**src/rtl/pwrm_queue.sv**
```systemverilog
`timescale 1ns / 1ps
// ----------------------------------------------------------------------------
// pwrm_queue
// short fifo of block reports between the front and the back part
// ----------------------------------------------------------------------------
module pwrm_queue #(
  parameter int unsigned DEPTH  = 4,
  parameter int unsigned DATA_W = 8
) (
  input  logic                         clk_i,
  input  logic                         rst_ni,
  input  logic                         push_i,
  input  logic [DATA_W-1:0]            data_i,
  input  logic                         pop_i,
  output logic                         valid_o,
  output logic [DATA_W-1:0]            data_o,
  output logic [$clog2(DEPTH+1)-1:0]   count_o
);

  localparam int unsigned PTR_W = $clog2(DEPTH);
  localparam int unsigned CNT_W = $clog2(DEPTH + 1);

  logic [DATA_W-1:0] mem [DEPTH];
  logic [PTR_W-1:0]  wr_ptr_q, rd_ptr_q;
  logic [CNT_W-1:0]  cnt_q;

  always_ff @(posedge clk_i or negedge rst_ni) begin
    if (!rst_ni) begin
      wr_ptr_q <= '0;
      rd_ptr_q <= '0;
      cnt_q    <= '0;
    end else begin
      if (push_i) begin
        wr_ptr_q <= (wr_ptr_q == PTR_W'(DEPTH - 1)) ? '0 : wr_ptr_q + 1'b1;
      end
      if (pop_i) begin
        rd_ptr_q <= (rd_ptr_q == PTR_W'(DEPTH - 1)) ? '0 : rd_ptr_q + 1'b1;
      end
      if (push_i && !pop_i) begin
        cnt_q <= cnt_q + 1'b1;
      end else if (pop_i && !push_i) begin
        cnt_q <= cnt_q - 1'b1;
      end
    end
  end

  always_ff @(posedge clk_i) begin
    if (push_i) begin
      mem[wr_ptr_q] <= data_i;
    end
  end

  assign valid_o = (cnt_q != '0);
  assign data_o  = mem[rd_ptr_q];
  assign count_o = cnt_q;

  a_no_overflow : assert property (@(posedge clk_i) disable iff (!rst_ni)
    push_i |-> (cnt_q < CNT_W'(DEPTH)))
    else $error("report queue overflow");

endmodule

```
**config.mk**
```make
export PLATFORM = sky130hd
export DESIGN_NAME = pwrm_queue
export DESIGN_NICKNAME = d
export VERILOG_FILES = /design/src/rtl/pwrm_queue.sv
export SDC_FILE = /design/constraint.sdc
export NUM_CORES = 1
export LEC_CHECK = 0
export BUFFER_PORTS_ARGS = -buffer_cell sky130_fd_sc_hd__buf_2
export CAP_MARGIN = 40
export CORE_ASPECT_RATIO = 1.25
export CORE_UTILIZATION = 45
export CTS_BUF_LIST = sky130_fd_sc_hd__clkbuf_4
export CTS_CLUSTER_DIAMETER = 40
export DETAILED_ROUTE_END_ITERATION = 10
export PLACE_DENSITY = 0.74
export SYNTH_ARGS = -nofsm -noshare
export SYNTH_HDL_FRONTEND = slang
export SYNTH_SLANG_ARGS = --single-unit
```
**constraint.sdc**
```tcl
create_clock -name clk_i -period 2.9 [get_ports clk_i]
set_input_delay 0.29 -clock clk_i [delete_from_list [all_inputs] [get_ports clk_i]]
set_output_delay 0.29 -clock clk_i [all_outputs]
set_load 0.005 [all_outputs]
```
==> results.yml <==
timing:
  hold_violations: 0
  finClkSkew_ns: 0.00942
  fin_setup_tns_ns: 0
  maxSlewViolCount: 0
  rsz0062_at_grt: "false"
  fin_crit_sh: 0.706
  fmax_mhz: 488
  setup_viol: 0
  tightestPinTransition_ns: 0.566
  min_period_ns: 2.05
  max_slew_margin: 0.623
  fin_ws_ns: 0.852
  holdWs_ns: 0.160
setup_path:
  cp_num_buf_inv: 1
  critical_path_arrival_ns: 1.76
  cp.depth: 2
  crit_chain: "mux4_2, buf_2"
  start_kind: "register"
  cp-end-kind: "output pin"
  required_ns: 2.61
  rr_worst_depth: 3
  crit_fanout: 11
  cp_slowest_cell: "dfrtp_1"
  path_class: "reg -> out"
  critPathTopFamily: "flip-flops"
  slowest_delay_ns: 0.72
cells_and_area:
  synthToLayoutAreaGrowth_pct: 13.6
  diodes: 0
  final_cell_area_sq_um: 1780
  nFillCells: 258
  nets: 126
  layout_common_cells: "edfxtp_1 (32), buf_2 (23), mux4_2 (8)"
  final_common_cell: "edfxtp_1"
  drive_above_1_share: 0.389
place:
  pre_cts_ws_ns: 1.16
  io_buffers: 23
  routabilityCongestion: 0.653
  placed_area_sq_um: 1710
  hpwl_um: 1650
global_route:
  grt_max_degree: 12
  grt_pass1_wl_um: 3650
  antenna_found_initial: 0
  grt_pass1_vias: 753
  grt_usage: 0.154
  overflow: 0
route:
  drt_wl_total_um: 2300
  via_per_inst: 5.24
  antenna_left: 0
  drt_iter0_drc: 29
  wl_per_cell_um: 15.9
  drcViolationCount: 0
  first_pass_iters: 4
  via_count: 760
flow_run:
  maxCapViolations: 0
clock_network:
  postCtsSetupBuffers: 0
  clk_pin_slew_ns: 0.10
  cts_buffer_depth: 2
  cts_resized: 0
  worstSkewPairLatency_ns: 0.33
  h-tree-depth: 2
  cts_tree: "yes"
  postCtsHoldBufs: 1
  numCtsBuffers: 5
  clock-sinks: 39
  cts_root_buf: "clkbuf_4"
floorplan:
  ioPinCount: 24
  initial_utilization: 0.481
  core_sq_um: 3250
  die_h_um: 67.9
  rows: 23
  fp.dieArea_sq_um: 3720
  die_w_um: 54.7
power_and_ir_drop:
  clkPwrFrac: 0.174
  power_frac_comb: 0.277
  power.internal_uw: 1110
  p_leak_uw: 0.000676
  power_frac_seq: 0.549
  p_per_area_nw_per_um2: 872
  p_sw_frac: 0.286
  p_sw_uw: 444
  max-vdd-ir-drop_v: 0.000441
synth:
  synth_area_sq_um: 1560
  seq_area_frac_synth: 0.726
  syn_area_per_cell_sq_um: 20.1
  ys_ff_latch: 39
  yosysWarnings: 0
  syn-num-nets: 97
  synth_cells: 78
  synth.distinct_cells: 17
hold_path:
  holdPathStages: 1
  hold_path.class: "in -> reg"
outcome:
  status: "complete, no violations"
==> Yosys cell counts <==
master    count  area (sq um)
inv_1         5          18.8
and2_1        4          25.0
nand3_1       1          5.00
mux4_2        8           180
fa_1          1          20.0
or3_1         1          6.26
dfrtp_1       7           175
buf_2         1          5.00
ha_1          6          75.1
nor2_1        2          7.51
nand2_1       1          3.75
edfxtp_1     32           961
o21ai_0       2          10.0
buf_6         1          11.3
mux2_2        3          33.8
xnor2_1       1          8.76
xor2_1        2          17.5
==> stage by stage <==
step / std cells / power (uW) / util
finish: 145 / 1550 / 0.546
global route: 145 / 1660 / 0.546
CTS: 145 / 1570 / 0.546
detailed placement: 136 / 1310 / 0.526
global placement: 136 / 1280 / 0.526
floorplan: 78 / 1140 / -
==> power by group through the flow <==
| stage | Combinational (uW) | Clock [uW] | Sequential [uW] |
|---|---|---|---|
| 4_1_cts | 437 | 279 | 858 |
| 3_5_place_dp | 437 | 0 | 869 |
| 3_3_place_gp | 414 | 0 | 861 |
| 2_1_floorplan | 345 | 0 | 797 |
| 5_1_grt | 486 | 303 | 872 |
| 6_report | 428 | 270 | 850 |
==> flip-flops by register name, summed over array words and instances (netlist names) <==
register / flops
rd_ptr_q: 2
count_o: 3
mem: 32
wr_ptr_q: 2
==> cells by family after synthesis <==
kind of cell / Yosys count / share of synthesized area
flip-flops: 39 / 0.726
adder cells (fa/ha/maj): 7 / 0.0608
buffers and inverters: 7 / 0.0224
AND/OR/NAND/NOR: 9 / 0.0304
AO/OA/AOI/OAI: 2 / 0.00640
multiplexers: 11 / 0.137
XOR/XNOR: 3 / 0.0168
==> routing by layer <==
layer  vias to the layer above  GRT usage  routed length, um
li1                        358          -                  -
met1                       368      0.173                932
met2                        27      0.241               1170
met3                         7     0.0600                140
met4                         0     0.0929                 59
met5                         -          0                  0
==> path summary, 6_finish.rpt <==
| kind | startpoint | to | slack, ns |
|---|---|---|---|
| setup / recovery | rd_ptr_q[0] | data_o[3] | 0.85 |
| hold / removal | data_i[6] | mem[1][6] | 0.16 |
| setup reg to reg | wr_ptr_q[0] | mem[0][1] | 1.48 |
| hold reg to reg | count_o[2] | count_o[2] | 0.51 |
| max in group asynchronous | rst_ni | wr_ptr_q[0] | 2.43 |
| min in group asynchronous | rst_ni | count_o[0] | 0.30 |
==> cell type report <==
class	count	area, sq um	area share
Inverter	5	18.8	0.0106
Tap cell	37	46.3	0.0261
Timing Repair Buffer	24	125	0.0704
Clock buffer	7	52.6	0.0296
Sequential cell	39	1140	0.639
Clock inverter	1	5.00	0.00282
Multi-Input combinational cell	32	393	0.221
No activity file was read; power rests on OpenSTA's default activity.
